### config.mk
export PLATFORM = sky130hd
export DESIGN_NAME = sac_queue
export DESIGN_NICKNAME = d
export VERILOG_FILES = /design/src/rtl/sac_pkg.sv /design/src/rtl/sac_queue.sv
export SDC_FILE = /design/constraint.sdc
export NUM_CORES = 1
export LEC_CHECK = 0
export ABC_AREA = 1
export BUFFER_PORTS_ARGS = -buffer_cell sky130_fd_sc_hd__buf_2
export CORE_MARGIN = 4
export CORE_UTILIZATION = 52
export DETAILED_ROUTE_END_ITERATION = 10
export PLACE_DENSITY = 0.79
export SKIP_CTS_REPAIR_TIMING = 1
export SLEW_MARGIN = 20
export SYNTH_ARGS = -nofsm -noshare
export SYNTH_HDL_FRONTEND = slang
export SYNTH_SLANG_ARGS = --single-unit
### constraint.sdc
create_clock -name clk_i -period 3.2 [get_ports clk_i]
set_input_delay 0.48 -clock clk_i [delete_from_list [all_inputs] [get_ports clk_i]]
set_output_delay 0.48 -clock clk_i [all_outputs]
set_load 0.01 [all_outputs]
### src/rtl/sac_pkg.sv
`timescale 1ns / 1ps
package sac_pkg;

  // Default sizes of the tag engine.
  localparam int MAX_WAYS_DEF   = 8;
  localparam int MAX_SETS_DEF   = 1024;
  localparam int ADDR_WIDTH_DEF = 32;

  // Fixed widths that follow from the largest allowed parameter values.
  localparam int SET_IDX_W   = 16;
  localparam int TAG_W       = 32;
  localparam int WAY_NUM_W   = 5;
  localparam int VICTIM_W    = 4;
  localparam int QUEUE_DEPTH = 2;

  // Random replacement generator.
  localparam logic [15:0] LFSR_SEED = 16'hACE1;
  localparam logic [15:0] LFSR_MASK = 16'hB400;

  // Configuration register indexes.
  typedef enum logic [2:0] {
    CFG_WAY_COUNT    = 3'd0,
    CFG_SET_BITS     = 3'd1,
    CFG_OFFSET_BITS  = 3'd2,
    CFG_WRITE_BACK   = 3'd3,
    CFG_REPLACE_MODE = 3'd4
  } cfg_idx_e;

  // Replacement modes; the last code behaves as random.
  typedef enum logic [1:0] {
    REPL_LFU      = 2'd0,
    REPL_LRU      = 2'd1,
    REPL_RAND     = 2'd2,
    REPL_RAND_ALT = 2'd3
  } repl_e;

  typedef struct packed {
    logic [3:0] way_count;
    logic [3:0] set_bits;
    logic [4:0] offset_bits;
    logic       write_back;
    logic [1:0] replace_mode;
  } cfg_t;

  typedef struct packed {
    logic        req_type;
    logic [31:0] address;
  } req_t;

  typedef struct packed {
    logic       hit;
    logic [2:0] way;
    logic       mem_read;
    logic [1:0] mem_writes;
    logic       dirty_evict;
  } rsp_t;

  // Classified request travelling from the front end to the back end.
  typedef struct packed {
    logic                 is_write;
    logic [SET_IDX_W-1:0] set_idx;
    logic [TAG_W-1:0]     tag;
  } item_t;

  // Status of the random victim generator.
  typedef struct packed {
    logic                ready;
    logic [VICTIM_W-1:0] victim;
  } rnd_t;

  // Number of ways in use: zero acts as one, large values clip to the maximum.
  function automatic logic [WAY_NUM_W-1:0] active_ways(input logic [3:0] way_count,
                                                       input logic [WAY_NUM_W-1:0] max_ways);
    logic [WAY_NUM_W-1:0] wc;
    wc = {1'b0, way_count};
    if (wc == '0) begin
      return WAY_NUM_W'(1);
    end else if (wc > max_ways) begin
      return max_ways;
    end
    return wc;
  endfunction

  // One step of the Galois LFSR.
  function automatic logic [15:0] lfsr_step(input logic [15:0] v);
    logic [15:0] r;
    r = v >> 1;
    if (v[0]) begin
      r = r ^ LFSR_MASK;
    end
    return r;
  endfunction

  // Four restoring-remainder steps of a 16-bit value; cnt selects the bit group.
  function automatic logic [15:0] mod_step4(input logic [15:0] rem, input logic [16:0] div,
                                            input logic [1:0] cnt);
    logic [31:0] acc;
    logic [31:0] sub;
    int          k;
    acc = {16'b0, rem};
    for (int j = 0; j < 4; j++) begin
      k   = 15 - 4 * int'(cnt) - j;
      sub = {15'b0, div} << k;
      if (acc >= sub) begin
        acc = acc - sub;
      end
    end
    return acc[15:0];
  endfunction

endpackage

### src/rtl/sac_queue.sv
`timescale 1ns / 1ps
module sac_queue (
  input  logic          clk_i,
  input  logic          rst_ni,
  input  logic          push_i,
  input  sac_pkg::item_t item_i,
  output logic          full_o,
  input  logic          pop_i,
  output sac_pkg::item_t item_o,
  output logic          valid_o
);

  localparam int PTR_W = (sac_pkg::QUEUE_DEPTH > 1) ? $clog2(sac_pkg::QUEUE_DEPTH) : 1;
  localparam int CNT_W = $clog2(sac_pkg::QUEUE_DEPTH + 1);

  sac_pkg::item_t slot_q [sac_pkg::QUEUE_DEPTH];
  logic [PTR_W-1:0] wr_ptr_q, wr_ptr_d;
  logic [PTR_W-1:0] rd_ptr_q, rd_ptr_d;
  logic [CNT_W-1:0] count_q, count_d;

  assign full_o  = (count_q == CNT_W'(sac_pkg::QUEUE_DEPTH));
  assign valid_o = (count_q != '0);
  assign item_o  = slot_q[rd_ptr_q];

  // Pointer and fill count update.
  always_comb begin
    wr_ptr_d = wr_ptr_q;
    rd_ptr_d = rd_ptr_q;
    count_d  = count_q;
    if (push_i) begin
      wr_ptr_d = (wr_ptr_q == PTR_W'(sac_pkg::QUEUE_DEPTH - 1)) ? '0 : wr_ptr_q + 1'b1;
    end
    if (pop_i) begin
      rd_ptr_d = (rd_ptr_q == PTR_W'(sac_pkg::QUEUE_DEPTH - 1)) ? '0 : rd_ptr_q + 1'b1;
    end
    if (push_i && !pop_i) begin
      count_d = count_q + 1'b1;
    end else if (pop_i && !push_i) begin
      count_d = count_q - 1'b1;
    end
  end

  always_ff @(posedge clk_i or negedge rst_ni) begin
    if (!rst_ni) begin
      wr_ptr_q <= '0;
      rd_ptr_q <= '0;
      count_q  <= '0;
    end else begin
      wr_ptr_q <= wr_ptr_d;
      rd_ptr_q <= rd_ptr_d;
      count_q  <= count_d;
    end
  end

  // Payload slots carry no reset.
  always_ff @(posedge clk_i) begin
    if (push_i) begin
      slot_q[wr_ptr_q] <= item_i;
    end
  end

endmodule

==> flow_summary.json, run 1 <==
{
  "initial_core_util_pct": 54.2,
  "grtUsageTotal_pct": 14.4,
  "netlist_top_cells_area": "edfxtp_1 74%, mux2_4 18%, buf_12 2.5%",
  "final_cell_mix": "103 x buf_2, 98 x edfxtp_1, 49 x mux2_4, 9 x clkbuf_8",
  "path_cells": "mux2_4 > buf_2",
  "clockBufferDepth": 2,
  "cts-buffers-inserted": 9,
  "grt_max_degree": 51,
  "arrival_ns": 1.94,
  "diodes": 0,
  "fin_skew_ns": 0.00654,
  "status": "complete, no violations",
  "grt_remaining_overflow": 0,
  "antenna_found_initial": 0,
  "avgRoutedWirePerCell_um": 16.9,
  "crit_path_max_incr_delay_ns": 1.06,
  "final_common_cell": "buf_2",
  "slowest_stage": "dfrtp_4",
  "grt_pass1_vias": 1961,
  "finish.net_count": 344,
  "drtPass1Iterations": 4,
  "clk_pin_slew_ns": 0.09,
  "cts.sinks": 102,
  "postSynthCellCount": 178,
  "htreeDepth": 3,
  "drt-total-wl_um": 6660,
  "synth-seq-cells": 102,
  "clk_latency_ns": 0.34,
  "hold_class": "in -> reg",
  "dieWidth_um": 95.7,
  "pin_count": 104,
  "vdd.ir_drop.worst_uv": 610,
  "yosys_warnings": 0,
  "finalSetupTns_ns": 0,
  "fp.coreArea_sq_mm": 0.00737,
  "cp_max_fo": 50,
  "cts_tree": "built",
  "grt_pass1_wl_um": 9690,
  "ant_nets": 0,
  "drc": 0,
  "slew_headroom_pct": 36.4,
  "hold_violations": 0,
  "fp.dieArea_sq_mm": 0.00915,
  "leakagePower_nw": 1.97,
  "synth_top_area_share_pct": 73.6,
  "worst_pin_slew_ns": 0.954,
  "syn_to_final_growth_pct": 19.3,
  "fmax_ghz": 0.414,
  "io_buffers": 103,
  "finish.utilization_pct": 64.7,
  "endpoint_kind": "output port",
  "fillerInstances": 540,
  "crit_type": "reg -> out",
  "syn_area_sq_mm": 0.00400,
  "synth_nets": 232,
  "rsz0062_at_grt": "false",
  "power.density_mw_per_mm2": 836,
  "chipHeight_um": 95.7,
  "gp_congestion": 0.679,
  "yosysSeqAreaShare_pct": 76.1,
  "rows": 31,
  "vias": 1872,
  "fin_hold_ws_ns": 0.322,
  "stdcell_count": 394,
  "via_per_inst": 4.75,
  "drive_above_1_share_pct": 58.6,
  "clockRootBuffer": "clkbuf_8",
  "place_inst": 377,
  "yosysUniqueCellTypes": 13,
  "synth_top_cell_by_area": "edfxtp_1",
  "setup_viol": 0,
  "critPathRequiredTime_ns": 2.72,
  "postSynthAreaPerCell_sq_um": 22.5,
  "drtIter0Drc": 103,
  "finalCritPeriodShare_pct": 75.5,
  "place_hpwl_um": 4600,
  "layout_min_cycle_time_ns": 2.42,
  "startpoint_type": "register",
  "final-max-slew-violation-count": 0,
  "cap_violations": 0
}
[final cells by class]
cell class	count	area (sq um)	area share (%)
Inverter	7	26.3	0.551
Timing Repair Buffer	107	561	11.8
Tap cell	99	124	2.60
Sequential cell	102	3050	63.9
Clock inverter	7	65.1	1.36
Clock buffer	9	124	2.60
Multi-Input combinational cell	63	823	17.3
[metal layers]
layer  vias up  GRT usage [%]  share of wire [%]
met3         6           3.24                6.4
li1        905              -                  -
met2        64           24.6                 50
met5         -              0                  0
met4         0           6.04                1.2
met1       897           17.8                 42
[flip-flops by register name (all words and copies together), names as in the netlist]
name / cells
slot_q: 98
count_q: 2
rd_ptr_q: 1
wr_ptr_q: 1
[critical path: cells and delay by family (launching register included)]
family | cells | cell delay, ns
muxes | 1 | 0.36
DFF | 1 | 1.06
buffers and inverters | 1 | 0.14
[worst paths after layout]
path                             from            end  slack, ns  cells after the start
setup reg to reg             wr_ptr_q   slot_q[0][5]       1.68                      2
min in group asynchronous      rst_ni       wr_ptr_q       0.49                      2
setup / recovery             rd_ptr_q     item_o[28]       0.78                      2
hold / removal             item_i[35]  slot_q[1][35]       0.32                      1
max in group asynchronous      rst_ni       rd_ptr_q       2.57                      2
hold reg to reg            count_q[1]     count_q[1]       0.51                      2
[per-stage QoR]
step	setup slack (ns)	cell area [sq um]	power, mW
2_1_floorplan	0.165	4000	2.95
3_3_place_gp	1.16	4570	3.25
3_5_place_dp	1.14	4570	3.29
4_1_cts	0.764	4760	4.03
5_1_grt	0.708	4770	4.18
6_report	0.783	4770	3.99
[cell families (layout without fill, tap and decap cells)]
family | after synthesis | in the layout | share of synthesized area (%)
adders and majority gates | 1 | 1 | 0.313
DFF | 102 | 102 | 76.1
and+or+nand+nor | 10 | 10 | 1.03
muxes | 49 | 49 | 18.4
xor gates and xnor gates | 3 | 3 | 0.658
buffers and inverters | 13 | 130 | 3.44
[report_power, final]
group	leakage, nW	switching (mW)	total [mW]	internal, mW
logic	0.908	0.502	1.21	0.706
clock network	0.0964	0.398	0.754	0.356
registers	0.966	0.251	2.02	1.77
[cell usage after synthesis]
| cell | number |
|---|---|
| buf_12 | 5 |
| buf_6 | 1 |
| dfrtp_1 | 4 |
| edfxtp_1 | 98 |
| ha_1 | 1 |
| inv_1 | 7 |
| mux2_4 | 49 |
| nand2_1 | 6 |
| nand3_1 | 1 |
| nand4_1 | 1 |
| nor2_1 | 2 |
| xnor2_1 | 1 |
| xor2_1 | 2 |
Note: power is estimated with default switching activity, not from simulation.
==> run 2, diff against run 1 <==
ABC_AREA = 0   (was 1)
clock period = 2.4 ns   (was 3.2 ns; I/O delays follow)
==> flow_summary.json, run 2 <==
{
  "drc": 0,
  "ys_top_cells_by_count": "98 x edfxtp_1, 49 x mux2_4, 5 x buf_12",
  "gp_congestion": 0.666,
  "synth_top_cell_by_area": "edfxtp_1",
  "critPathRequiredTime_ns": 2.04,
  "finalCritPeriodShare_pct": 92.1,
  "synth_nets": 223,
  "stdcell_count": 386,
  "cts_tree": "built",
  "top_regs": "slot_q x98, count_q x2",
  "yosysUniqueCellTypes": 13,
  "io_buffers": 103,
  "endpoint_kind": "output port",
  "synth-seq-cells": 102,
  "grt_remaining_overflow": 0,
  "layout_min_cycle_time_ns": 2.21,
  "timing.rr.start": "wr_ptr_q",
  "grt_pass1_vias": 1923,
  "final_cell_mix": "103 x buf_2, 98 x edfxtp_1, 49 x mux2_4, 9 x clkbuf_8, 4 x xor2_1",
  "clk_latency_ns": 0.35,
  "place_inst": 369,
  "cp_max_fo": 25,
  "postSynthAreaPerCell_sq_um": 23.5,
  "initial_core_util_pct": 54.3,
  "largest_reg_flops": 98,
  "cap_violations": 0,
  "finish.utilization_pct": 65.6,
  "pin_count": 104,
  "htreeDepth": 3,
  "antenna_found_initial": 1,
  "drtPass1Iterations": 6,
  "fin_skew_ns": 0.00807,
  "status": "complete, no violations",
  "syn_to_final_growth_pct": 20.9,
  "fp.dieArea_sq_mm": 0.00912,
  "drive_above_1_share_pct": 60.6,
  "chipHeight_um": 95.5,
  "reg2regPathDepth": 2,
  "final_common_cell": "buf_2",
  "worst_pin_slew_ns": 0.481,
  "synth-edff-count": 98,
  "placed_cell_area_sq_mm": 0.00459,
  "rows": 31,
  "yosys_warnings": 0,
  "place_hpwl_um": 4300,
  "arrival_ns": 1.85,
  "cts.sinks": 102,
  "drt-total-wl_um": 6330,
  "rsz0062_at_grt": "false",
  "whs_path_depth": 1,
  "grt_max_degree": 50,
  "fin_area_sq_mm": 0.00481,
  "diodes": 0,
  "dieWidth_um": 95.5,
  "grt_pass1_wl_um": 9450,
  "crit_type": "reg -> out",
  "cts-buffers-inserted": 9,
  "drtIter0Drc": 59,
  "vdd.ir_drop.worst_uv": 820,
  "hold_violations": 0,
  "synth_top_area_share_pct": 74.0,
  "finish.net_count": 336,
  "startpoint_type": "register",
  "netlist_top_cells_area": "edfxtp_1 74%, mux2_4 18%, buf_12 2.5%",
  "top_register": "slot_q",
  "synthArstFlopShare_pct": 3.92,
  "leakagePower_nw": 1.96,
  "ys.flop_type": "edfxtp_1",
  "synth.most_common_cell": "edfxtp_1",
  "finalSetupTns_ns": 0,
  "clockBufferDepth": 2,
  "yosysSeqAreaShare_pct": 76.5,
  "avgRoutedWirePerCell_um": 16.4,
  "ant_nets": 0,
  "syn_area_sq_mm": 0.00398,
  "hold_class": "in -> reg",
  "hold_start": "item_i[15]",
  "fp.coreArea_sq_mm": 0.00733,
  "clk_pin_slew_ns": 0.09,
  "vias": 1872,
  "postSynthCellCount": 169,
  "fmax_ghz": 0.452,
  "clockRootBuffer": "clkbuf_8",
  "power.density_mw_per_mm2": 1130,
  "startpoint": "rd_ptr_q",
  "grtUsageTotal_pct": 14.3,
  "slew_headroom_pct": 67.9,
  "setup_viol": 0,
  "via_per_inst": 4.85,
  "final-max-slew-violation-count": 0
}
==> run 2: cell count changes after synthesis <==
cell     change
and2_1       +1
nand4_1      -1
nor2_1       -1
or2_2        +1
nand2_1      -6
nor2b_1      +2
inv_1        -6
nand3_1      -1
xor2_1       +2
==> run 2: where the power goes <==
part / switching, mW / internal (mW)
Combinational: 0.765 / 0.975
Clock: 0.533 / 0.590
Sequential: 0.217 / 2.37
==> run 2: critical path, stage by stage, from the launching register on <==
cell and delay (ns):
dfrtp_4 0.74, buf_4 0.29, mux2_4 0.32, buf_2 0.14
==> run 2: cell type report <==
class                      instances  area [sq um]
clock buffer                      11           131
clock inverter                     5          83.8
fill                             529          2520
inverter                           1          3.75
multi-input combinational         60           830
sequential                       102          3050
tap                               99           124
timing repair buffer             108           593
==> run 2: through the flow <==
step           power [mW]  hold WS [ns]  worst slack (ns)
2_1_floorplan        3.93        0.0644             0.291
3_3_place_gp         4.37         0.171             0.572
3_5_place_dp         4.40         0.173             0.548
4_1_cts              5.52        -0.211             0.153
5_1_grt              5.72         0.171            0.0948
6_report             5.45         0.195             0.190
==> run 2: per-layer routing <==
layer / vias up / global-route usage (%) / share of wire [%]
met5: - / 0 / 0.11
met4: 2 / 6.75 / 1.4
met3: 9 / 3.71 / 6.7
met2: 57 / 24.3 / 52
met1: 922 / 17.0 / 39
li1: 882 / - / -
==> run 2: path summary, 6_finish.rpt <==
check / endpoint / slack [ns]
hold reg to reg: count_q[1] / 0.49
setup / recovery: item_o[29] / 0.19
setup reg to reg: slot_q[1][46] / 1.18
min in group asynchronous: wr_ptr_q / 0.36
hold / removal: slot_q[0][15] / 0.19
max in group asynchronous: rd_ptr_q / 1.90
==> run 2: kinds of logic (layout without fill, tap and decap cells) <==
group	count (synthesis)	count (layout)	synth area share (%)
xor gates and xnor gates	5	5	1.10
and+or+nand+nor	5	5	0.723
adders and majority gates	1	1	0.314
buffers and inverters	7	125	2.89
muxes	49	49	18.5
DFF	102	102	76.5
