### src/rtl/sac_pkg.sv
`timescale 1ns / 1ps
package sac_pkg;

  // Default sizes of the tag engine.
  localparam int MAX_WAYS_DEF   = 8;
  localparam int MAX_SETS_DEF   = 1024;
  localparam int ADDR_WIDTH_DEF = 32;

  // Fixed widths that follow from the largest allowed parameter values.
  localparam int SET_IDX_W   = 16;
  localparam int TAG_W       = 32;
  localparam int WAY_NUM_W   = 5;
  localparam int VICTIM_W    = 4;
  localparam int QUEUE_DEPTH = 2;

  // Random replacement generator.
  localparam logic [15:0] LFSR_SEED = 16'hACE1;
  localparam logic [15:0] LFSR_MASK = 16'hB400;

  // Configuration register indexes.
  typedef enum logic [2:0] {
    CFG_WAY_COUNT    = 3'd0,
    CFG_SET_BITS     = 3'd1,
    CFG_OFFSET_BITS  = 3'd2,
    CFG_WRITE_BACK   = 3'd3,
    CFG_REPLACE_MODE = 3'd4
  } cfg_idx_e;

  // Replacement modes; the last code behaves as random.
  typedef enum logic [1:0] {
    REPL_LFU      = 2'd0,
    REPL_LRU      = 2'd1,
    REPL_RAND     = 2'd2,
    REPL_RAND_ALT = 2'd3
  } repl_e;

  typedef struct packed {
    logic [3:0] way_count;
    logic [3:0] set_bits;
    logic [4:0] offset_bits;
    logic       write_back;
    logic [1:0] replace_mode;
  } cfg_t;

  typedef struct packed {
    logic        req_type;
    logic [31:0] address;
  } req_t;

  typedef struct packed {
    logic       hit;
    logic [2:0] way;
    logic       mem_read;
    logic [1:0] mem_writes;
    logic       dirty_evict;
  } rsp_t;

  // Classified request travelling from the front end to the back end.
  typedef struct packed {
    logic                 is_write;
    logic [SET_IDX_W-1:0] set_idx;
    logic [TAG_W-1:0]     tag;
  } item_t;

  // Status of the random victim generator.
  typedef struct packed {
    logic                ready;
    logic [VICTIM_W-1:0] victim;
  } rnd_t;

  // Number of ways in use: zero acts as one, large values clip to the maximum.
  function automatic logic [WAY_NUM_W-1:0] active_ways(input logic [3:0] way_count,
                                                       input logic [WAY_NUM_W-1:0] max_ways);
    logic [WAY_NUM_W-1:0] wc;
    wc = {1'b0, way_count};
    if (wc == '0) begin
      return WAY_NUM_W'(1);
    end else if (wc > max_ways) begin
      return max_ways;
    end
    return wc;
  endfunction

  // One step of the Galois LFSR.
  function automatic logic [15:0] lfsr_step(input logic [15:0] v);
    logic [15:0] r;
    r = v >> 1;
    if (v[0]) begin
      r = r ^ LFSR_MASK;
    end
    return r;
  endfunction

  // Four restoring-remainder steps of a 16-bit value; cnt selects the bit group.
  function automatic logic [15:0] mod_step4(input logic [15:0] rem, input logic [16:0] div,
                                            input logic [1:0] cnt);
    logic [31:0] acc;
    logic [31:0] sub;
    int          k;
    acc = {16'b0, rem};
    for (int j = 0; j < 4; j++) begin
      k   = 15 - 4 * int'(cnt) - j;
      sub = {15'b0, div} << k;
      if (acc >= sub) begin
        acc = acc - sub;
      end
    end
    return acc[15:0];
  endfunction

endpackage

### src/rtl/sac_rand.sv
`timescale 1ns / 1ps
module sac_rand (
  input  logic                            clk_i,
  input  logic                            rst_ni,
  input  logic [sac_pkg::WAY_NUM_W-1:0]   ways_i,
  input  logic                            advance_i,
  input  logic                            restart_i,
  output sac_pkg::rnd_t                   rnd_o
);

  logic [15:0] lfsr_q, lfsr_d;
  logic [15:0] rem_q, rem_d;
  logic [1:0]  cnt_q, cnt_d;
  logic        busy_q, busy_d;

  assign rnd_o.ready  = !busy_q;
  assign rnd_o.victim = rem_q[sac_pkg::VICTIM_W-1:0];

  // The remainder of the next LFSR value by the way count is kept ready ahead of use.
  always_comb begin
    lfsr_d = advance_i ? sac_pkg::lfsr_step(lfsr_q) : lfsr_q;
    rem_d  = rem_q;
    cnt_d  = cnt_q;
    busy_d = busy_q;
    if (advance_i || restart_i) begin
      rem_d  = sac_pkg::lfsr_step(lfsr_d);
      cnt_d  = '0;
      busy_d = 1'b1;
    end else if (busy_q) begin
      rem_d  = sac_pkg::mod_step4(rem_q, {12'b0, ways_i}, cnt_q);
      cnt_d  = cnt_q + 1'b1;
      busy_d = (cnt_q != 2'd3);
    end
  end

  always_ff @(posedge clk_i or negedge rst_ni) begin
    if (!rst_ni) begin
      lfsr_q <= sac_pkg::LFSR_SEED;
      rem_q  <= sac_pkg::lfsr_step(sac_pkg::LFSR_SEED);
      cnt_q  <= '0;
      busy_q <= 1'b1;
    end else begin
      lfsr_q <= lfsr_d;
      rem_q  <= rem_d;
      cnt_q  <= cnt_d;
      busy_q <= busy_d;
    end
  end

endmodule

### config.mk
export PLATFORM = sky130hd
export DESIGN_NAME = sac_rand
export DESIGN_NICKNAME = d
export VERILOG_FILES = /design/src/rtl/sac_pkg.sv /design/src/rtl/sac_rand.sv
export SDC_FILE = /design/constraint.sdc
export NUM_CORES = 1
export LEC_CHECK = 0
export ABC_CLOCK_PERIOD_IN_PS = 10300
export BUFFER_PORTS_ARGS = -buffer_cell sky130_fd_sc_hd__buf_2
export CORE_ASPECT_RATIO = 1.5
export CORE_MARGIN = 10
export CORE_UTILIZATION = 55
export DETAILED_ROUTE_END_ITERATION = 16
export GPL_ROUTABILITY_DRIVEN = 0
export GPL_TIMING_DRIVEN = 0
export HOLD_SLACK_MARGIN = 0.06
export PLACE_DENSITY = 0.82
export SLEW_MARGIN = 10
export SYNTH_ARGS = -nofsm -noshare
export SYNTH_HDL_FRONTEND = slang
export SYNTH_SLANG_ARGS = --single-unit
### constraint.sdc
create_clock -name clk_i -period 10.3 [get_ports clk_i]
set_input_delay 1.545 -clock clk_i [delete_from_list [all_inputs] [get_ports clk_i]]
set_output_delay 1.545 -clock clk_i [all_outputs]
set_load 0.01 [all_outputs]
==> results.md, run 1 <==
* Reg2reg end: rem_q[2]
* Synthesis Warnings at 0
* Post-synth cell types at 77
* Area taken by multi-input logic gates at 4790 um2
* Largest net degree at the start of global routing at 36
* Synth Instances at 660
* Outcome: finished clean
* Worst-margin pin slew at 0.867 ns
* Netlist Area Pre-Place at 5330 um2
* Reg2reg setup slack at 0.23 ns
* Post-Route WL at 18,700 um
* Synth-to-Final Area Change at 23.9%
* Top cell by count, worst path: or2_4
* WL/cell at 22.3 um
* Num ports at 14
* Final worst slack at 0.000661 ns
* Crit path launch: ways_i[1]
* Largest delay share family, worst path: compound AO/OA/AOI/OAI gates
* Yosys reg bits at 35
* Area taken by flip-flops and latches at 896 um2
* Initial drt markers at 677
* Final Hold Viols at 0
* Critical path depth in cells at 43
* Starting Density at 55.6%
* Worst path bufs/invs at 7
* Vias in the first global route at 5,627
* GRT Resource Usage Total at 23.4%
* Ratio of cells with drive above 1 in the final layout at 30.0%
* First-pass GRT wire length at 27,100 um
* HP Start: lfsr_q[10]
* Full die area at 14,100 um2
* Crit path launch type: input pin
* Commonest cells after routing, fill and taps aside: nor2_1, buf_4, ha_1, a21oi_1, nand2_1
* Root buf cell: clkbuf_16
* Antenna-violating nets left at 0
* DP Worst Slack at -2.27 ns
* Clock-pin transition on the worst setup and hold timing paths at 0.05 ns
* Clock Skews at 0.00242 ns
* Input/output buffers at 13
* Core area at 9580 um2
* Initial antenna violation count at 0
* Crit path largest cell delay at 0.38 ns
* Worst reg2reg path depth at 44
* Crit path max-delay cell type: ha_2
* Skew-Pair Late Insertion Delay at 0.28 ns
* Rows at 44
* Post-synthesis sequential area ratio at 16.8%
* Die Ht at 141 um
* Nets at 797
* Via density at 7.05
* CTS Buf Count at 5
* Ys async rst share at 100%
* Drt drc at 0
* Top FF cell, synth: dfrtp_1
* Worst R2R Start: cnt_q[1]
* Arrival time worst endpoint at 10.42 ns
* CTS tree: yes
* Fin. max-slew vios at 0
* H-tree depth at 2
* CP required at 10.42 ns
* CTS Buffer Depth at 2
* DPL Wire Length at 12,800 um
* Worst setup path end: rem_q[2]
* FILL cells at 657
* N_diodes at 0
* Worst hold path class: flop to flop
* Worst slew margin relative to its limit at 41.6%
* Synthesized area per cell at 8.08 um2
* Total congestion overflow at 0
* Max-Cap Viols at 0
* Number of flops mapped to enable cells by yosys at 0
* First drt pass iteration count at 9
* Crit Path Max Fanout at 10
* Total vias in the final route at 5,917
* Worst setup EP type: flop
* Tmin final at 10.30 ns
* Die W at 100 um
* CP Class: input pin to flop
* Final Setup Violations at 0
* Clock sinks at 35
* Most common cell after layout, fill and taps aside: nor2_1
* Final cycle utilization of the critical path at 100%
* Fmax achieved at 97.1 MHz
==> metal layers <==
metal	vias up	global-route usage, %	wire length, um
met5	-	0	0
met4	0	20.1	2000
met3	181	4.48	1610
met2	424	40.2	8860
met1	2732	23.3	6260
li1	2580	-	-
==> cell type report <==
class                      count  share of cell area, %
sequential                    35                   13.6
tap                          115                   2.18
clock inverter                 1                 0.0758
timing repair buffer          55                   5.91
inverter                      24                   1.36
buffer                        21                   2.41
multi-input combinational    581                   72.5
clock buffer                   7                   2.01
==> cells by family after synthesis <==
kind of cell               share of synthesized area (%)
and+or+nand+nor                                     20.5
muxes                                               10.1
AOI/OAI and AO/OA                                   24.8
DFF                                                 16.8
other                                             0.0704
buffers and inverters                               4.34
xor gates and xnor gates                            7.89
adders and majority gates                           15.6
==> tightest hold or removal path: stages, from the launching register on <==
cell and delay (ns):
dfstp_2 0.37, nor2_1 0.07, a21oi_1 0.06
==> what timing repair did <==
| action | in CTS | in global routing |
|---|---|---|
| pin swaps | 14 | 29 |
| setup buffers | 16 | 25 |
| hold endpoints to repair | 0 | 0 |
| hold buffers | 0 | 0 |
| resized for setup | 55 | 60 |
| cloned | 0 | 1 |
| endpoints found under the setup margin | 16 | 16 |
==> flip-flops by register name, summed over array words and instances (netlist names) <==
register	cells
cnt_q	2
busy_q	1
rem_q	16
lfsr_q	16
==> cell usage after synthesis (3+ instances only) <==
cell | n | area [um2]
o21ai_0 | 32 | 160
xnor2_1 | 37 | 324
and4_1 | 3 | 26.3
and3_1 | 13 | 81.3
or2_2 | 5 | 31.3
nor3b_1 | 3 | 22.5
buf_2 | 3 | 15.0
nand2_1 | 48 | 180
nor2b_1 | 9 | 56.3
o221ai_1 | 4 | 35.0
a311oi_1 | 4 | 35.0
nor3_1 | 25 | 125
o21ai_1 | 6 | 30.0
nand3_1 | 16 | 80.1
or4_1 | 3 | 22.5
clkbuf_1 | 10 | 37.5
dfstp_2 | 16 | 420
xor2_1 | 11 | 96.3
a31oi_1 | 6 | 37.5
or3_1 | 6 | 37.5
o21a_1 | 12 | 90.1
ha_1 | 64 | 801
a311oi_2 | 3 | 45.0
nand4_1 | 6 | 37.5
mux2_2 | 34 | 383
dfrtp_1 | 19 | 475
o211ai_1 | 3 | 22.5
inv_1 | 24 | 90.1
a21oi_1 | 52 | 260
a41oi_1 | 3 | 26.3
mux2i_1 | 14 | 140
nand2b_1 | 5 | 31.3
nor2_1 | 68 | 255
o31ai_1 | 6 | 45.0
and2_1 | 3 | 18.8
buf_4 | 4 | 30.0
a211oi_1 | 11 | 82.6
a21o_1 | 23 | 173
==> through the flow <==
stage                     cells  instance area [um2]  TNS (ns)  utilization [%]  hold slack, ns
final                       839                 6610         0             69.0           0.502
after global routing        839                 6610     -2.94             69.0           0.531
after CTS                   813                 6110         0             63.8           0.505
after detailed placement    790                 5560    -34.72             58.0           0.496
after global placement      790                 5560    -31.34             58.0           0.499
after floorplan             662                 5350         0                -           0.477
==> worst min-delay path by stage <==
| stage | end | slack [ns] | depth (start not counted) |
|---|---|---|---|
| detailed placement | lfsr_q[10] | 0.50 | 2 |
| global placement | lfsr_q[10] | 0.50 | 2 |
| finish | lfsr_q[10] | 0.50 | 2 |
| CTS | lfsr_q[10] | 0.50 | 2 |
| floorplan | lfsr_q[10] | 0.48 | 2 |
| global route | lfsr_q[10] | 0.53 | 2 |
Power of run 1 is not shown: default switching activity piles up to over one toggle a cycle in this logic, so the estimate is an artifact.
==> run 2, diff against run 1 <==
Settings changed: RECOVER_POWER set to 25.
==> run 2 against run 1 <==
  * The flow now finishes with violations (max-capacitance violations, max-slew violations)
  * Sequential share of layout area barely moved
  * Clock-buffer cell count unchanged
  * Sequential cell count unchanged
  * Largest cell class unchanged
==> results.md, run 2 (same netlist as run 1, synthesis figures left out) <==
* Core area at 9580 um2
* Initial antenna violation count at 0
* Outcome: finished, violations left
* Final Setup Violations at 0
* Top cell by count, worst path: or2_4
* CTS Buffer Depth at 2
* Num ports at 14
* Full die area at 14,100 um2
* First-pass GRT wire length at 27,100 um
* Failing checks: max-capacitance violations, max-slew violations
* Starting Density at 55.6%
* Synth-to-Final Area Change at 23.9%
* Vias in the first global route at 5,627
* Worst hold path class: flop to flop
* DPL Wire Length at 12,800 um
* Largest registers: lfsr_q x16, rem_q x16, cnt_q x2
* CTS Buf Count at 5
* Post-Route WL at 18,700 um
* Skew-Pair Late Insertion Delay at 0.28 ns
* Final worst slack at 0.00461 ns
* Hold-fix buffer count after cts at 0
* WL/cell at 22.3 um
* CP Class: input pin to flop
* N_diodes at 0
* Die W at 100 um
* GRT Resource Usage Total at 23.4%
* Fin. max-slew vios at 36
* CP required at 10.43 ns
* Input/output buffers at 13
* Clock sinks at 35
* Crit Path Max Fanout at 10
* Reg2reg end: rem_q[2]
* Total vias in the final route at 5,919
* Drt drc at 0
* Worst setup EP type: flop
* Tmin final at 10.30 ns
* Worst slew margin relative to its limit at -19.4%
* Final cycle utilization of the critical path at 100%
* Total Neg Setup Slack at 0 ns
* Ratio of cells with drive above 1 in the final layout at 29.8%
* Clock Skews at 0.00266 ns
* Rows at 44
* First drt pass iteration count at 9
* Cells on Worst Hold Path at 2
* Antenna-violating nets left at 0
* Crit path max-delay cell type: ha_2
* Worst reg2reg path depth at 44
* FILL cells at 658
* Reg2reg setup slack at 0.23 ns
* Via density at 7.05
* Worst-margin pin slew at 1.79 ns
* Cell Area, Placed at 5560 um2
* Crit path largest cell delay at 0.38 ns
* Crit path launch type: input pin
* Clock-pin transition on the worst setup and hold timing paths at 0.05 ns
* DP Worst Slack at -2.27 ns
* Final Hold Viols at 0
* Worst R2R Start: cnt_q[1]
* Total congestion overflow at 0
* Hold EP: lfsr_q[10]
* HP Start: lfsr_q[10]
* Largest net degree at the start of global routing at 36
* Fmax achieved at 97.1 MHz
* Final Cell Area at 6610 um2
* Most common cell after layout, fill and taps aside: nor2_1
* Initial drt markers at 677
* H-tree depth at 2
* Nets at 797
* Max-Cap Viols at 1
* Arrival time worst endpoint at 10.42 ns
* CTS tree: yes
* Commonest cells after routing, fill and taps aside: nor2_1, buf_4, ha_1, a21oi_1, nand2_1
* Root buf cell: clkbuf_16
* Die Ht at 141 um
==> run 2: cell types whose count changed in the layout (fill, tap and decap cells not counted), sizes merged <==
| cell | previous run | this run |
|---|---|---|
| clkbuf | 16 | 17 |
| buf | 67 | 66 |
==> run 2: what timing repair did <==
action | in CTS | in global routing
cloned | 0 | 1
buffers inserted | 16 | 25
gates resized for setup | 55 | 60
pin swaps | 14 | 29
endpoints found under the setup margin | 16 | 16
==> run 2: area by class of cell <==
type | count | area (um2) | area share, %
repair buffers | 55 | 389 | 5.89
well taps | 115 | 144 | 2.18
clock buffers | 7 | 133 | 2.01
plain buffers | 21 | 159 | 2.41
multi-input cells | 581 | 4790 | 72.5
clock inverters | 1 | 5.00 | 0.0758
flip-flops and latches | 35 | 896 | 13.6
inverters | 24 | 90.1 | 1.36
==> run 2: how the worst max path moves through the flow <==
| stage | from | depth (start not counted) | slack (ns) | endpoint |
|---|---|---|---|---|
| after CTS | ways_i[4] | 45 | 0.009 | rem_q[13] |
| final | ways_i[1] | 43 | 0.005 | rem_q[2] |
| after global placement | ways_i[1] | 44 | -2.08 | rem_q[10] |
| after global routing | ways_i[4] | 45 | -0.27 | rem_q[2] |
| after detailed placement | ways_i[1] | 44 | -2.27 | rem_q[10] |
| after floorplan | ways_i[1] | 43 | 0.03 | rem_q[13] |
==> run 2: metrics by stage <==
| step | util [%] | cells | hold slack, ns |
|---|---|---|---|
| floorplan | - | 662 | 0.477 |
| global placement | 58.0 | 790 | 0.499 |
| detailed placement | 58.0 | 790 | 0.496 |
| CTS | 63.8 | 813 | 0.505 |
| global route | 69.0 | 839 | 0.531 |
| finish | 69.0 | 839 | 0.502 |
==> run 2: critical path, delay by kind of cell <==
kind	cells	cell delay, ns
buffers and inverters	7	1.24
and+or+nand+nor	9	1.85
muxes	1	0.36
adders and majority gates	5	1.47
AOI/OAI and AO/OA	21	3.90
==> run 2: metal layers <==
metal	global-route usage (%)	wire, um	vias to the layer above
li1	-	-	2581
met1	23.3	6250	2728
met2	40.2	8840	429
met3	4.48	1630	181
met4	20.1	2000	0
met5	0	0	-
Power of run 2 is left out for the same reason.
==> run 3, diff against run 2 <==
Settings changed: PLACE_DENSITY 0.82 to 0.77.
==> run 3 against run 2 <==
  * The flow finishes with violations (max-capacitance violations, max-slew violations, negative setup slack)
  * First-iteration DRC count decreased by 27%
  * Sequential cell count unchanged
  * Sequential share of layout area increased by 0.15 points
  * Worst setup slack got worse by 0.041 ns
  * Worst hold slack improved by 0.020 ns
  * Wire length decreased by 6.3%
  * Clock skew increased by 0.00051 ns
  * Critical path depth decreased by 2
  * Clock-buffer cell count increased by 1
  * Cell area decreased by 1.1%
  * Global-route usage decreased by 0.64 points
  * Highest routed layer unchanged
==> results.md, run 3 (same netlist as run 1, synthesis figures left out) <==
* Worst hold path class: flop to flop
* First drt pass iteration count at 8
* Most common cell after layout, fill and taps aside: nor2_1
* Area taken by multi-input logic gates at 4730 um2
* Largest net degree at the start of global routing at 36
* H-tree depth at 2
* DPL Wire Length at 13,000 um
* Starting Density at 55.6%
* Post-Route WL at 17,500 um
* Initial drt markers at 491
* Reg2reg setup slack at 0.18 ns
* Clock Skews at 0.00317 ns
* Die Ht at 141 um
* Commonest cells after routing, fill and taps aside: nor2_1, ha_1, nand2_1, a21oi_1, buf_4
* CTS Buf Count at 5
* FILL cells at 711
* CTS tree: yes
* WL/cell at 21.0 um
* Reg2reg end: rem_q[2]
* Hold EP: lfsr_q[7]
* Via density at 6.73
* Skew-Pair Late Insertion Delay at 0.28 ns
* Total congestion overflow at 0
* First-pass GRT wire length at 26,500 um
* Worst reg2reg path depth at 40
* Ratio of cells with drive above 1 in the final layout at 29.3%
* Area taken by flip-flops and latches at 896 um2
* Worst R2R Start: cnt_q[1]
* Final Cell Area at 6540 um2
* Num ports at 14
* Full die area at 14,100 um2
* Root buf cell: clkbuf_16
* Synth-to-Final Area Change at 22.6%
* CP Class: input pin to flop
* Failing checks: max-capacitance violations, max-slew violations, negative setup slack
* N_diodes at 0
* Cells on Worst Hold Path at 1
* Drt drc at 0
* Total vias in the final route at 5,623
* Max-Cap Viols at 1
* Rows at 44
* GRT Resource Usage Total at 22.8%
* Clock sinks at 35
* Worst-margin pin slew at 1.80 ns
* Crit path largest cell delay at 0.55 ns
* Outcome: finished, violations left
* Final Hold Viols at 0
* CP required at 10.46 ns
* Crit path max-delay cell type: or4_4
* Antenna-violating nets left at 0
* Crit Path Max Fanout at 10
* Input/output buffers at 13
* Crit path launch type: input pin
* Final Setup Violations at 1
* Largest registers: lfsr_q x16, rem_q x16, cnt_q x2
* Fin. max-slew vios at 36
* Final worst slack at -0.0362 ns
* CTS Buffer Depth at 2
* Final cycle utilization of the critical path at 100%
* HP Start: lfsr_q[8]
* Cell Area, Placed at 5560 um2
* Arrival time worst endpoint at 10.50 ns
* Initial antenna violation count at 0
* Tmin final at 10.34 ns
* Die W at 100 um
* Nets at 793
* Core area at 9580 um2
* Worst slew margin relative to its limit at -19.8%
* Clock-pin transition on the worst setup and hold timing paths at 0.05 ns
* Worst setup EP type: flop
* Vias in the first global route at 5,490
* Fmax achieved at 96.7 MHz
==> run 3: cell types whose count changed in the layout (fill, tap and decap cells not counted), sizes merged <==
cell / previous run / this run
clkbuf: 17 / 18
buf: 66 / 62
clkinv: 1 / 0
==> run 3: critical path: cells and delay by family <==
kind,cells,cell delay (ns)
and+or+nand+nor,13,2.79
AOI/OAI and AO/OA,15,2.95
buffers and inverters,6,0.94
adders and majority gates,4,1.32
muxes,3,0.92
==> run 3: layout make-up <==
class | instances | area share [%]
sequential | 35 | 13.7
clock buffer | 8 | 2.39
tap | 115 | 2.20
multi-input combinational | 581 | 72.3
timing repair buffer | 51 | 5.40
buffer | 21 | 2.58
inverter | 24 | 1.38
==> run 3: routing by layer <==
metal | global-route usage [%] | part of all wire [%] | vias up
met4 | 17.8 | 9.0 | 0
met2 | 40.7 | 49 | 280
li1 | - | - | 2574
met1 | 22.9 | 35 | 2650
met3 | 2.86 | 6.8 | 119
met5 | 0 | 0 | -
==> run 3: stage by stage <==
step / std cells / setup TNS [ns] / setup slack (ns) / hold slack (ns) / util, %
finish: 835 / -0.0362 / -0.0362 / 0.522 / 68.2
floorplan: 662 / 0 / 0.0266 / 0.477 / -
detailed placement: 790 / -35.70 / -2.34 / 0.510 / 58.0
CTS: 819 / 0 / 0.00765 / 0.522 / 64.6
global placement: 790 / -31.94 / -2.13 / 0.494 / 58.0
global route: 835 / -0.778 / -0.156 / 0.540 / 68.2
==> run 3: worst max path at each step <==
| stage | startpoint | endpoint | slack, ns | cells past startpoint |
|---|---|---|---|---|
| after floorplan | ways_i[1] | rem_q[13] | 0.03 | 43 |
| after global placement | ways_i[1] | rem_q[10] | -2.13 | 44 |
| after CTS | ways_i[4] | rem_q[10] | 0.008 | 41 |
| final | ways_i[0] | rem_q[2] | -0.04 | 41 |
| after detailed placement | ways_i[1] | rem_q[10] | -2.34 | 44 |
| after global routing | ways_i[4] | rem_q[2] | -0.16 | 41 |
==> run 3: what timing repair did <==
action | in CTS | in global routing
endpoints found under the setup margin | 16 | 16
pin swaps | 16 | 26
hold buffers | 0 | 0
cloned | 0 | 1
resized for setup | 59 | 48
buffers inserted | 22 | 15
Power of run 3 is left out for the same reason.
