==> src/rtl/sac_pkg.sv <==
`timescale 1ns / 1ps
package sac_pkg;

  // Default sizes of the tag engine.
  localparam int MAX_WAYS_DEF   = 8;
  localparam int MAX_SETS_DEF   = 1024;
  localparam int ADDR_WIDTH_DEF = 32;

  // Fixed widths that follow from the largest allowed parameter values.
  localparam int SET_IDX_W   = 16;
  localparam int TAG_W       = 32;
  localparam int WAY_NUM_W   = 5;
  localparam int VICTIM_W    = 4;
  localparam int QUEUE_DEPTH = 2;

  // Random replacement generator.
  localparam logic [15:0] LFSR_SEED = 16'hACE1;
  localparam logic [15:0] LFSR_MASK = 16'hB400;

  // Configuration register indexes.
  typedef enum logic [2:0] {
    CFG_WAY_COUNT    = 3'd0,
    CFG_SET_BITS     = 3'd1,
    CFG_OFFSET_BITS  = 3'd2,
    CFG_WRITE_BACK   = 3'd3,
    CFG_REPLACE_MODE = 3'd4
  } cfg_idx_e;

  // Replacement modes; the last code behaves as random.
  typedef enum logic [1:0] {
    REPL_LFU      = 2'd0,
    REPL_LRU      = 2'd1,
    REPL_RAND     = 2'd2,
    REPL_RAND_ALT = 2'd3
  } repl_e;

  typedef struct packed {
    logic [3:0] way_count;
    logic [3:0] set_bits;
    logic [4:0] offset_bits;
    logic       write_back;
    logic [1:0] replace_mode;
  } cfg_t;

  typedef struct packed {
    logic        req_type;
    logic [31:0] address;
  } req_t;

  typedef struct packed {
    logic       hit;
    logic [2:0] way;
    logic       mem_read;
    logic [1:0] mem_writes;
    logic       dirty_evict;
  } rsp_t;

  // Classified request travelling from the front end to the back end.
  typedef struct packed {
    logic                 is_write;
    logic [SET_IDX_W-1:0] set_idx;
    logic [TAG_W-1:0]     tag;
  } item_t;

  // Status of the random victim generator.
  typedef struct packed {
    logic                ready;
    logic [VICTIM_W-1:0] victim;
  } rnd_t;

  // Number of ways in use: zero acts as one, large values clip to the maximum.
  function automatic logic [WAY_NUM_W-1:0] active_ways(input logic [3:0] way_count,
                                                       input logic [WAY_NUM_W-1:0] max_ways);
    logic [WAY_NUM_W-1:0] wc;
    wc = {1'b0, way_count};
    if (wc == '0) begin
      return WAY_NUM_W'(1);
    end else if (wc > max_ways) begin
      return max_ways;
    end
    return wc;
  endfunction

  // One step of the Galois LFSR.
  function automatic logic [15:0] lfsr_step(input logic [15:0] v);
    logic [15:0] r;
    r = v >> 1;
    if (v[0]) begin
      r = r ^ LFSR_MASK;
    end
    return r;
  endfunction

  // Four restoring-remainder steps of a 16-bit value; cnt selects the bit group.
  function automatic logic [15:0] mod_step4(input logic [15:0] rem, input logic [16:0] div,
                                            input logic [1:0] cnt);
    logic [31:0] acc;
    logic [31:0] sub;
    int          k;
    acc = {16'b0, rem};
    for (int j = 0; j < 4; j++) begin
      k   = 15 - 4 * int'(cnt) - j;
      sub = {15'b0, div} << k;
      if (acc >= sub) begin
        acc = acc - sub;
      end
    end
    return acc[15:0];
  endfunction

endpackage

==> src/rtl/sac_front.sv <==
`timescale 1ns / 1ps
module sac_front #(
  parameter int MAX_SETS   = sac_pkg::MAX_SETS_DEF,
  parameter int ADDR_WIDTH = sac_pkg::ADDR_WIDTH_DEF
) (
  input  logic           clk_i,
  input  logic           rst_ni,
  input  sac_pkg::cfg_t  cfg_i,
  input  logic           accept_i,
  input  sac_pkg::req_t  req_i,
  input  logic           q_full_i,
  output logic           push_o,
  output sac_pkg::item_t item_o,
  output logic           busy_o
);

  localparam logic [31:0] ADDR_MASK = 32'((64'd1 << ADDR_WIDTH) - 64'd1);
  localparam bit SETS_POW2 = ((MAX_SETS & (MAX_SETS - 1)) == 0);

  logic           valid_q, valid_d;
  logic           done_q, done_d;
  logic [1:0]     cnt_q, cnt_d;
  sac_pkg::item_t item_q, item_d;
  logic [31:0]    addr;
  logic [15:0]    set_raw;
  logic [15:0]    set_mask;

  assign push_o = valid_q && done_q && !q_full_i;
  assign busy_o = valid_q && !push_o;
  assign item_o = item_q;

  // Address split and set index reduction.
  always_comb begin
    addr     = req_i.address & ADDR_MASK;
    set_mask = 16'((17'd1 << cfg_i.set_bits) - 17'd1);
    set_raw  = 16'(addr >> cfg_i.offset_bits) & set_mask;
    valid_d  = valid_q;
    done_d   = done_q;
    cnt_d    = cnt_q;
    item_d   = item_q;
    if (accept_i) begin
      valid_d          = 1'b1;
      done_d           = SETS_POW2;
      cnt_d            = '0;
      item_d.is_write  = req_i.req_type;
      item_d.tag       = addr >> ({1'b0, cfg_i.offset_bits} + {2'b0, cfg_i.set_bits});
      item_d.set_idx   = SETS_POW2 ? (set_raw & 16'(MAX_SETS - 1)) : set_raw;
    end else if (push_o) begin
      valid_d = 1'b0;
    end else if (valid_q && !done_q) begin
      // Remainder by the set count, four bits per cycle.
      item_d.set_idx = sac_pkg::mod_step4(item_q.set_idx, 17'(MAX_SETS), cnt_q);
      cnt_d          = cnt_q + 1'b1;
      done_d         = (cnt_q == 2'd3);
    end
  end

  always_ff @(posedge clk_i or negedge rst_ni) begin
    if (!rst_ni) begin
      valid_q <= 1'b0;
      done_q  <= 1'b0;
      cnt_q   <= '0;
    end else begin
      valid_q <= valid_d;
      done_q  <= done_d;
      cnt_q   <= cnt_d;
    end
  end

  always_ff @(posedge clk_i) begin
    item_q <= item_d;
  end

endmodule

==> config.mk <==
export PLATFORM = sky130hd
export DESIGN_NAME = sac_front
export DESIGN_NICKNAME = d
export VERILOG_FILES = /design/src/rtl/sac_pkg.sv /design/src/rtl/sac_front.sv
export SDC_FILE = /design/constraint.sdc
export NUM_CORES = 1
export LEC_CHECK = 0
export ABC_CLOCK_PERIOD_IN_PS = 18500
export BUFFER_PORTS_ARGS = -buffer_cell sky130_fd_sc_hd__buf_4
export CAP_MARGIN = 25
export CORE_ASPECT_RATIO = 1.75
export CORE_MARGIN = 3
export CORE_UTILIZATION = 45
export CTS_CLUSTER_DIAMETER = 30
export DETAILED_ROUTE_END_ITERATION = 8
export MAX_ROUTING_LAYER = met4
export PLACE_DENSITY = 0.69
export SYNTH_ARGS = -nofsm -noshare
export SYNTH_HDL_FRONTEND = slang
export SYNTH_SLANG_ARGS = --single-unit
==> constraint.sdc <==
create_clock -name clk_i -period 18.5 [get_ports clk_i]
set_clock_uncertainty 0.05 [all_clocks]
set_input_delay 3.7 -clock clk_i [delete_from_list [all_inputs] [get_ports clk_i]]
set_output_delay 3.7 -clock clk_i [all_outputs]
set_load 0.05 [all_outputs]
==> results_dict.tcl, run 1 <==
set metrics [dict create \
    status "finished clean" \
    p_int_mw 0.287 \
    layout_common_cells "buf_4, nand2_1, nor2_1" \
    path_class "reg2reg" \
    power.share.combinational_pct 49.6 \
    ys_seq_elements 53 \
    cts_buffers 5 \
    end_kind "flip-flop" \
    r2r_cells 27 \
    r2r_end "item_o[46]" \
    grt_use_total_pct 22.9 \
    grt_pass1_vias 5485 \
    place.gp.congestion 0.962 \
    powerDensity_nw_per_um2 70.2 \
    setup_violations 0 \
    clk_pin_slew_ns 0.08 \
    worstPathMaxFanout 11 \
    vdd_drop_max_mv 0.0466 \
    drive_gt1_share_pct 22.2 \
    fp.dieH_um 160 \
    die_area_um2 15100 \
    slew_viol_final 0 \
    nets 841 \
    antenna_cells 0 \
    htreeDepth 2 \
    cts_resized 0 \
    period_minus_slack_ns 8.29 \
    worstSkewPairLatency_ns 0.29 \
    via_per_inst 6.04 \
    p_switching_mw 0.207 \
    cts_tree "yes" \
    drc 0 \
    final_hold_viol_count 0 \
    critical_path_required_ns 18.60 \
    antenna_found_initial 0 \
    yosys.area.top_type "edfxtp_1" \
    grt_pass1_wl_um 27200 \
    whs_endpoint "done_q" \
    grt_max_degree 65 \
    synth-edff-count 43 \
    finalWirelength_um 16800 \
    synth_top_area_share_pct 21.1 \
    rsz0062_at_grt "no" \
    setup_tns_ns 0 \
    synth_warnings 0 \
    final_common_cell "buf_4" \
    port_buffers 96 \
    r2r_setup_slack_ns 10.21 \
    clock-root-buffer "clkbuf_16" \
    min_period_over_period_pct 44.8 \
    core_area_um2 13100 \
    max_cap_viol_count 0 \
    dp_hpwl_um 13400 \
    yosysSeqAreaShare_pct 24.7 \
    synthFlopType "edfxtp_1" \
    ys_async_sr_fraction_pct 7.55 \
    routedWlPerCell_um 17.9 \
    grt_overflow 0 \
    min_from "done_q" \
    clock.fmax_mhz 121 \
    via_count 5664 \
    avgSynthCellArea_um2 8.58 \
    p_leak_nw 2.79 \
    start_kind "flip-flop" \
    clkPwrFrac_pct 19.3 \
    drtPass1Iterations 7 \
    fp.dieW_um 94.2 \
    ys_types 71 \
    seqPwrFrac_pct 31.1 \
    area_growth_pct 14.8 \
    io_pins 104 \
    clk_path_buf_depth 2 \
    worstMarginPinSlew_ns 0.922 \
    drtIter0Drc 274 \
    slew_headroom_pct 38.5 \
    hold_slack_ns 0.469 \
    synth.area.top_cells "edfxtp_1, mux4_2, mux2i_1" \
    r2r_start "cnt_q[0]" \
    p_sw_share_pct 41.9 \
    row_count 55 \
    start_util_pct 46.6 \
    min_path_type "reg2reg" \
    netlist_instances 714 \
    ant_nets 0 \
    hold_buffers 0 \
    hold_depth 1 \
    cp.arrival_ns 8.39 \
    synth_nets 789 \
    syn-cell-area_um2 6120 \
    postCtsSetupBuffers 0 \
    cts.sinks 53 \
]
worst max path at each step:
| stage | cells after the start | slack [ns] | start | endpoint |
|---|---|---|---|---|
| 3_5_place_dp | 27 | 10.29 | cnt_q[0] | item_o[46] |
| 2_1_floorplan | 2 | 9.92 | q_full_i | busy_o |
| 3_3_place_gp | 27 | 10.51 | cnt_q[0] | item_o[46] |
| 5_1_grt | 29 | 9.71 | cnt_q[0] | item_o[46] |
| 6_report | 27 | 10.21 | cnt_q[0] | item_o[46] |
| 4_1_cts | 27 | 10.27 | cnt_q[0] | item_o[46] |
flip-flops by register name, indices dropped and copies added (netlist names):
name     flops
item_o      49
cnt_q        2
valid_q      1
done_q       1
metal layers:
layer	vias up	routed length, um	part of all wire, %	track usage (%)
li1	2783	-	-	-
met1	2690	6790	41	26.6
met2	151	8610	51	39.1
met3	40	524	3.1	1.69
met4	0	828	4.9	11.4
met5	-	0	0	-
cell families (layout without fill, tap and decap cells):
family	Yosys count	count (layout)	share of synthesized area [%]
fa+ha+maj	22	22	4.62
xor+xnor	18	18	2.57
other cells	1	1	0.0612
buf+inv	81	134	5.23
mux	99	99	22.6
simple gates	240	240	18.8
compound gates	200	200	21.4
flops	53	53	24.7
critical path, cell delays in order (launching register included):
cell and delay, ns:
dfrtp_1 0.43, ha_1 0.43, inv_1 0.18, ha_1 0.42, o41a_1 0.45, and2_1 0.20, ha_1 0.37, nor2b_1 0.25
nand2_1 0.08, a211oi_1 0.37, or2_2 0.27, nand2_1 0.11, inv_1 0.12, ha_1 0.30, nand2_1 0.13, o22ai_2 0.11
or4_1 0.57, or2_1 0.37, and4b_1 0.25, o21a_1 0.17, ha_1 0.19, or4_1 0.48, or4_1 0.43, o31a_1 0.12
a32o_1 0.31, a2111oi_4 0.57, mux2i_1 0.31, a211oi_2 0.09
per-stage QoR:
stage | std cells | power, mW | area [um^2] | util, % | setup WS (ns)
detailed placement | 930 | 0.401 | 6880 | 52.3 | 10.29
CTS | 938 | 0.497 | 7030 | 53.5 | 10.27
finish | 938 | 0.493 | 7030 | 53.5 | 10.21
global route | 938 | 0.521 | 7030 | 53.5 | 9.71
global placement | 930 | 0.399 | 6880 | 52.3 | 10.51
floorplan | 714 | 0.331 | 6120 | - | 9.92
cell type report:
| class | instances | area (um^2) |
|---|---|---|
| clock inverters | 3 | 26.3 |
| repair buffers | 101 | 758 |
| flip-flops and latches | 53 | 1510 |
| fillers | 1243 | 6110 |
| clock buffers | 5 | 125 |
| well taps | 171 | 214 |
| inverters | 25 | 93.8 |
| multi-input cells | 580 | 4300 |
synthesized netlist by cell type, drive strengths merged (4+ instances only):
cell / instances
a211oi: 12
a21o: 4
a21oi: 51
a31oi: 8
a32oi: 4
and2: 4
buf: 9
clkbuf: 47
dfrtp: 4
dfxtp: 6
edfxtp: 43
ha: 21
inv: 23
mux2: 15
mux2i: 54
mux4: 30
nand2: 85
nand2b: 6
nand3: 9
nand3b: 4
nor2: 66
nor2b: 15
nor3: 10
nor3b: 7
o2111ai: 6
o211ai: 10
o21a: 4
o21ai: 61
o22ai: 15
or2: 8
or3: 5
or4: 7
xnor2: 9
xor2: 9
power by group through the flow:
stage	sequential, mW	combinational, mW	clock [mW]
final	0.154	0.244	0.0952
after global placement	0.156	0.242	0
after global routing	0.155	0.264	0.102
after detailed placement	0.157	0.244	0
after CTS	0.154	0.245	0.0982
after floorplan	0.208	0.123	0
No activity file was read; power rests on OpenSTA's default activity.
==> run 2: changes to the inputs <==
- ABC_CLOCK_PERIOD_IN_PS: 18500 -> 8150
- clock period: 18.5 -> 8.15 ns (I/O delays scaled with it)
==> results_dict.tcl, run 2 (synthesized netlist as in run 1, its figures left out) <==
set metrics [dict create \
    worstPathMaxFanout 9 \
    clk_pin_slew_ns 0.08 \
    drc 0 \
    r2r_start "cnt_q[0]" \
    path_class "reg2reg" \
    critical_path_required_ns 8.26 \
    setup_violations 0 \
    min_period_over_period_pct 94.0 \
    slew_viol_final 0 \
    powerDensity_nw_per_um2 159 \
    final_cell_count_no_fill 940 \
    antenna_cells 0 \
    fp.dieW_um 94.2 \
    largest_reg_flops 49 \
    io_pins 104 \
    start_kind "flip-flop" \
    dp.cells 932 \
    clk_path_buf_depth 2 \
    r2r_end "item_o[46]" \
    grt_max_degree 65 \
    core_area_um2 13100 \
    setup_tns_ns 0 \
    nets 843 \
    vdd_drop_max_mv 0.0889 \
    drtPass1Iterations 5 \
    hold_depth 1 \
    drtIter0Drc 291 \
    finalWirelength_um 17100 \
    clock.fmax_mhz 131 \
    slew_headroom_pct 38.1 \
    p_leak_nw 2.80 \
    cp_common_cell "ha_1" \
    cts_buffers 5 \
    grt_pass1_wl_um 27900 \
    htreeDepth 2 \
    cts_resized 0 \
    fp.dieH_um 160 \
    n_fill_cell 1274 \
    r2r_cells 27 \
    row_count 55 \
    drive_gt1_share_pct 22.4 \
    grt_use_total_pct 23.5 \
    whs_endpoint "done_q" \
    die_area_um2 15100 \
    worstSetupStartpoint "cnt_q[0]" \
    min_from "done_q" \
    max_cap_viol_count 0 \
    dp_hpwl_um 13700 \
    cts.sinks 53 \
    routedWlPerCell_um 18.2 \
    final_common_cell "buf_4" \
    via_per_inst 6.09 \
    min_path_type "reg2reg" \
    worstSkewPairLatency_ns 0.30 \
    period_minus_slack_ns 7.66 \
    cp.arrival_ns 7.77 \
    antenna_found_initial 0 \
    port_buffers 96 \
    grt_pass1_vias 5618 \
    clock-root-buffer "clkbuf_16" \
    rsz0062_at_grt "no" \
    layout_common_cells "buf_4, nand2_1, nor2_1" \
    final_hold_viol_count 0 \
    slowest_stage "or4_1" \
    cpPeakStageDelay_ns 0.55 \
    ant_nets 0 \
    r2r_setup_slack_ns 0.49 \
    area_growth_pct 15.1 \
    grt_overflow 0 \
    status "finished clean" \
    start_util_pct 46.6 \
    finalPower_mw 1.12 \
    place.gp.congestion 0.976 \
    worstMarginPinSlew_ns 0.929 \
    via_count 5722 \
    end_kind "flip-flop" \
    cts_tree "yes" \
    hold_slack_ns 0.461 \
]
-- run 2: cell count changes in the layout (fill, tap and decap cells not counted), sizes merged --
cell and delta:
buf +2
-- run 2: power by group --
part / total, mW / internal [mW] / switching [mW]
Sequential: 0.349 / 0.339 / 0.0104
Clock: 0.217 / 0.116 / 0.101
Combinational: 0.556 / 0.196 / 0.359
-- run 2: per-stage QoR --
step                worst slack [ns]  area [um^2]  util, %
floorplan                      0.874         6120        -
global placement               0.717         6890     52.5
detailed placement             0.520         6890     52.5
CTS                            0.469         7050     53.6
global route                 0.00934         7050     53.6
finish                         0.493         7050     53.6
-- run 2: what timing repair did --
item,in CTS,in global routing
setup buffers,0,0
setup endpoints to repair,0,4
hold endpoints to repair,0,0
hold buffers,0,0
-- run 2: worst max-delay path, delay by kind of cell (launching register included) --
kind                     cells  cell delay (ns)
buffers and inverters        2             0.27
AND/OR/NAND/NOR             11             2.96
flip-flops                   1             0.43
AO/OA/AOI/OAI                8             2.09
adder cells (fa/ha/maj)      5             1.42
multiplexers                 1             0.30
-- run 2: cell type report --
class	count	area (um^2)	share of cell area (%)
clock buffers	5	125	1.78
multi-input cells	580	4300	61.1
repair buffers	103	773	11.0
clock inverters	3	26.3	0.373
inverters	25	93.8	1.33
flip-flops and latches	53	1510	21.5
well taps	171	214	3.04
-- run 2: per-layer routing --
layer | vias to the layer above | GRT usage, % | routed length (um)
li1 | 2786 | - | -
met2 | 201 | 38.8 | 8770
met1 | 2683 | 27.4 | 6620
met4 | 0 | 13.7 | 1020
met5 | - | - | 0
met3 | 52 | 2.34 | 714
-- run 2: how the worst max path moves through the flow --
stage | slack, ns | depth (start not counted) | to
after global routing | 0.009 | 27 | item_o[46]
final | 0.49 | 27 | item_o[46]
after detailed placement | 0.52 | 27 | item_o[46]
after global placement | 0.72 | 27 | item_o[46]
after floorplan | 0.87 | 30 | item_o[46]
after CTS | 0.47 | 27 | item_o[46]
==> run 3: changes to the inputs <==
- ABC_AREA: unset -> 1
==> results_dict.tcl, run 3 <==
set metrics [dict create \
    status "finished clean" \
    grt-busiest-layer "met2" \
    ys_async_sr_fraction_pct 7.55 \
    hold_depth 2 \
    grtUsageMet2_pct 45.3 \
    drive_gt1_share_pct 13.7 \
    row_count 57 \
    hold_buffers 0 \
    clk_path_buf_depth 2 \
    drtPass1Iterations 5 \
    antenna_cells 0 \
    final_area_um2 7410 \
    rsz0062_at_grt "no" \
    start_kind "flip-flop" \
    max_cap_viol_count 0 \
    drc 0 \
    postCtsSetupBuffers 0 \
    p_leak_nw 3.69 \
    powerDensity_nw_per_um2 148 \
    path_class "reg2reg" \
    crit_family "simple AND/OR/NAND/NOR gates" \
    place.gp.congestion 1.03 \
    synth-edff-count 43 \
    worstPathMaxFanout 17 \
    worstSkewPairLatency_ns 0.31 \
    r2r_cells 37 \
    n_fill_cell 1463 \
    min_path_type "reg2reg" \
    slowest_stage "ha_1" \
    htreeDepth 2 \
    hold_slack_ns 0.462 \
    syn-cell-area_um2 6510 \
    die_area_um2 16000 \
    post-synth-top-count-cell "nand2_1" \
    clk_pin_slew_ns 0.08 \
    avgSynthCellArea_um2 6.10 \
    fp.dieW_um 96.9 \
    r2r_start "cnt_q[1]" \
    post_dp_cell_area_um2 7260 \
    ys_seq_elements 53 \
    grt_overflow 0 \
    grt_use_total_pct 24.2 \
    yosys.area.top_type "edfxtp_1" \
    port_buffers 96 \
    period_minus_slack_ns 6.06 \
    min_period_over_period_pct 74.4 \
    clock.fmax_mhz 165 \
    netlist_top_cells_count "nand2_1, o21ai_0, inv_1" \
    synth_top_area_share_pct 19.8 \
    synth_warnings 0 \
    grt_max_degree 58 \
    nets 1194 \
    largest_reg_flops 49 \
    setup_violations 0 \
    synth.area.top_cells "edfxtp_1, nand2_1, o21ai_0" \
    fp.dieH_um 165 \
    worstMarginPinSlew_ns 0.871 \
    final_hold_viol_count 0 \
    grt_pass1_wl_um 30600 \
    cts.sinks 53 \
    area_growth_pct 13.9 \
    start_util_pct 46.3 \
    core_area_um2 14000 \
    routedWlPerCell_um 14.7 \
    ys_types 50 \
    grt_pass1_vias 6350 \
    antenna_found_initial 0 \
    cts_buffers 5 \
    yosysSeqAreaShare_pct 23.2 \
    dp_hpwl_um 15500 \
    cp_common_cell "inv_1" \
    worst-path-buf-inv 6 \
    layout_common_cells "nand2_1, o21ai_0, inv_1" \
    regArea_um2 1510 \
    slew_viol_final 0 \
    via_per_inst 5.40 \
    io_pins 104 \
    met1_usage_pct 24.4 \
    cpPeakStageDelay_ns 0.45 \
    critical_path_required_ns 8.34 \
    final_common_cell "nand2_1" \
    use_met3_pct 1.93 \
    via_count 7002 \
    clock-root-buffer "clkbuf_16" \
    cp.arrival_ns 6.25 \
    ant_nets 0 \
    multi_input_area_um2 4220 \
    slew_headroom_pct 41.8 \
    whs_endpoint "done_q" \
    synth_nets 1141 \
    synthFlopType "edfxtp_1" \
    min_from "done_q" \
    finalWirelength_um 19000 \
    r2r_setup_slack_ns 2.09 \
    cts_resized 0 \
    netlist_instances 1066 \
    cts_tree "yes" \
    r2r_end "item_o[47]" \
    vdd_drop_max_mv 0.0877 \
    end_kind "flip-flop" \
    setup_tns_ns 0 \
    drtIter0Drc 417 \
]
run 3: cell types whose count changed in the layout (fill, tap and decap cells not counted), moves of 26 or more:
cell | before | now
o21ai_0 | 57 | 153
nand3_1 | 9 | 63
a21oi_1 | 51 | 25
nand2_1 | 85 | 315
mux2i_1 | 54 | 25
mux4_2 | 30 | 0
inv_1 | 23 | 143
run 3: worst max path at each step:
stage | start | to | cells after the start
5_1_grt | cnt_q[1] | item_o[47] | 37
6_report | cnt_q[1] | item_o[47] | 37
4_1_cts | cnt_q[1] | item_o[47] | 37
3_3_place_gp | cnt_q[0] | item_o[47] | 37
3_5_place_dp | cnt_q[1] | item_o[47] | 37
2_1_floorplan | q_full_i | busy_o | 2
run 3: power by group:
part	internal [mW]	total, mW	switching [mW]
clock	0.116	0.226	0.109
sequential	0.336	0.345	0.00939
combinational	0.155	0.527	0.372
run 3: metrics by stage:
step	utilization, %	cells	worst slack [ns]	total power [mW]
after floorplan	-	1066	3.09	0.723
after global placement	51.7	1289	2.18	0.870
after detailed placement	51.7	1289	2.12	0.875
after CTS	52.8	1297	2.07	1.10
after global routing	52.8	1297	1.55	1.17
final	52.8	1297	2.09	1.10
run 3: cell families (layout without fill, tap and decap cells):
kind of cell / Yosys count / count (layout) / share of synthesized area, %
buf+inv: 204 / 258 / 12.1
other cells: 1 / 1 / 0.0576
fa+ha+maj: 22 / 22 / 4.35
mux: 25 / 25 / 3.85
compound gates: 232 / 232 / 19.8
xor+xnor: 13 / 13 / 1.75
flops: 53 / 53 / 23.2
simple gates: 516 / 516 / 34.9
run 3: final cells by class:
| class | count | area share [%] |
|---|---|---|
| repair buffers | 99 | 10.0 |
| inverters | 151 | 7.65 |
| clock buffers | 5 | 1.69 |
| clock inverters | 3 | 0.354 |
| well taps | 177 | 2.99 |
| multi-input cells | 809 | 56.9 |
| flip-flops and latches | 53 | 20.4 |
run 3: worst reg2reg max path: cells and delay by family (launching register included):
family	cells	cell delay, ns
and+or+nand+nor	21	2.49
adders and majority gates	5	1.75
buffers and inverters	6	0.62
DFF	1	0.38
AOI/OAI and AO/OA	3	0.35
xor gates and xnor gates	2	0.35
run 3: routing by layer:
| metal | vias up | wire [um] |
|---|---|---|
| met5 | - | 0 |
| met4 | 0 | 1150 |
| met3 | 64 | 633 |
| met2 | 197 | 10300 |
| met1 | 3138 | 7010 |
| li1 | 3603 | - |
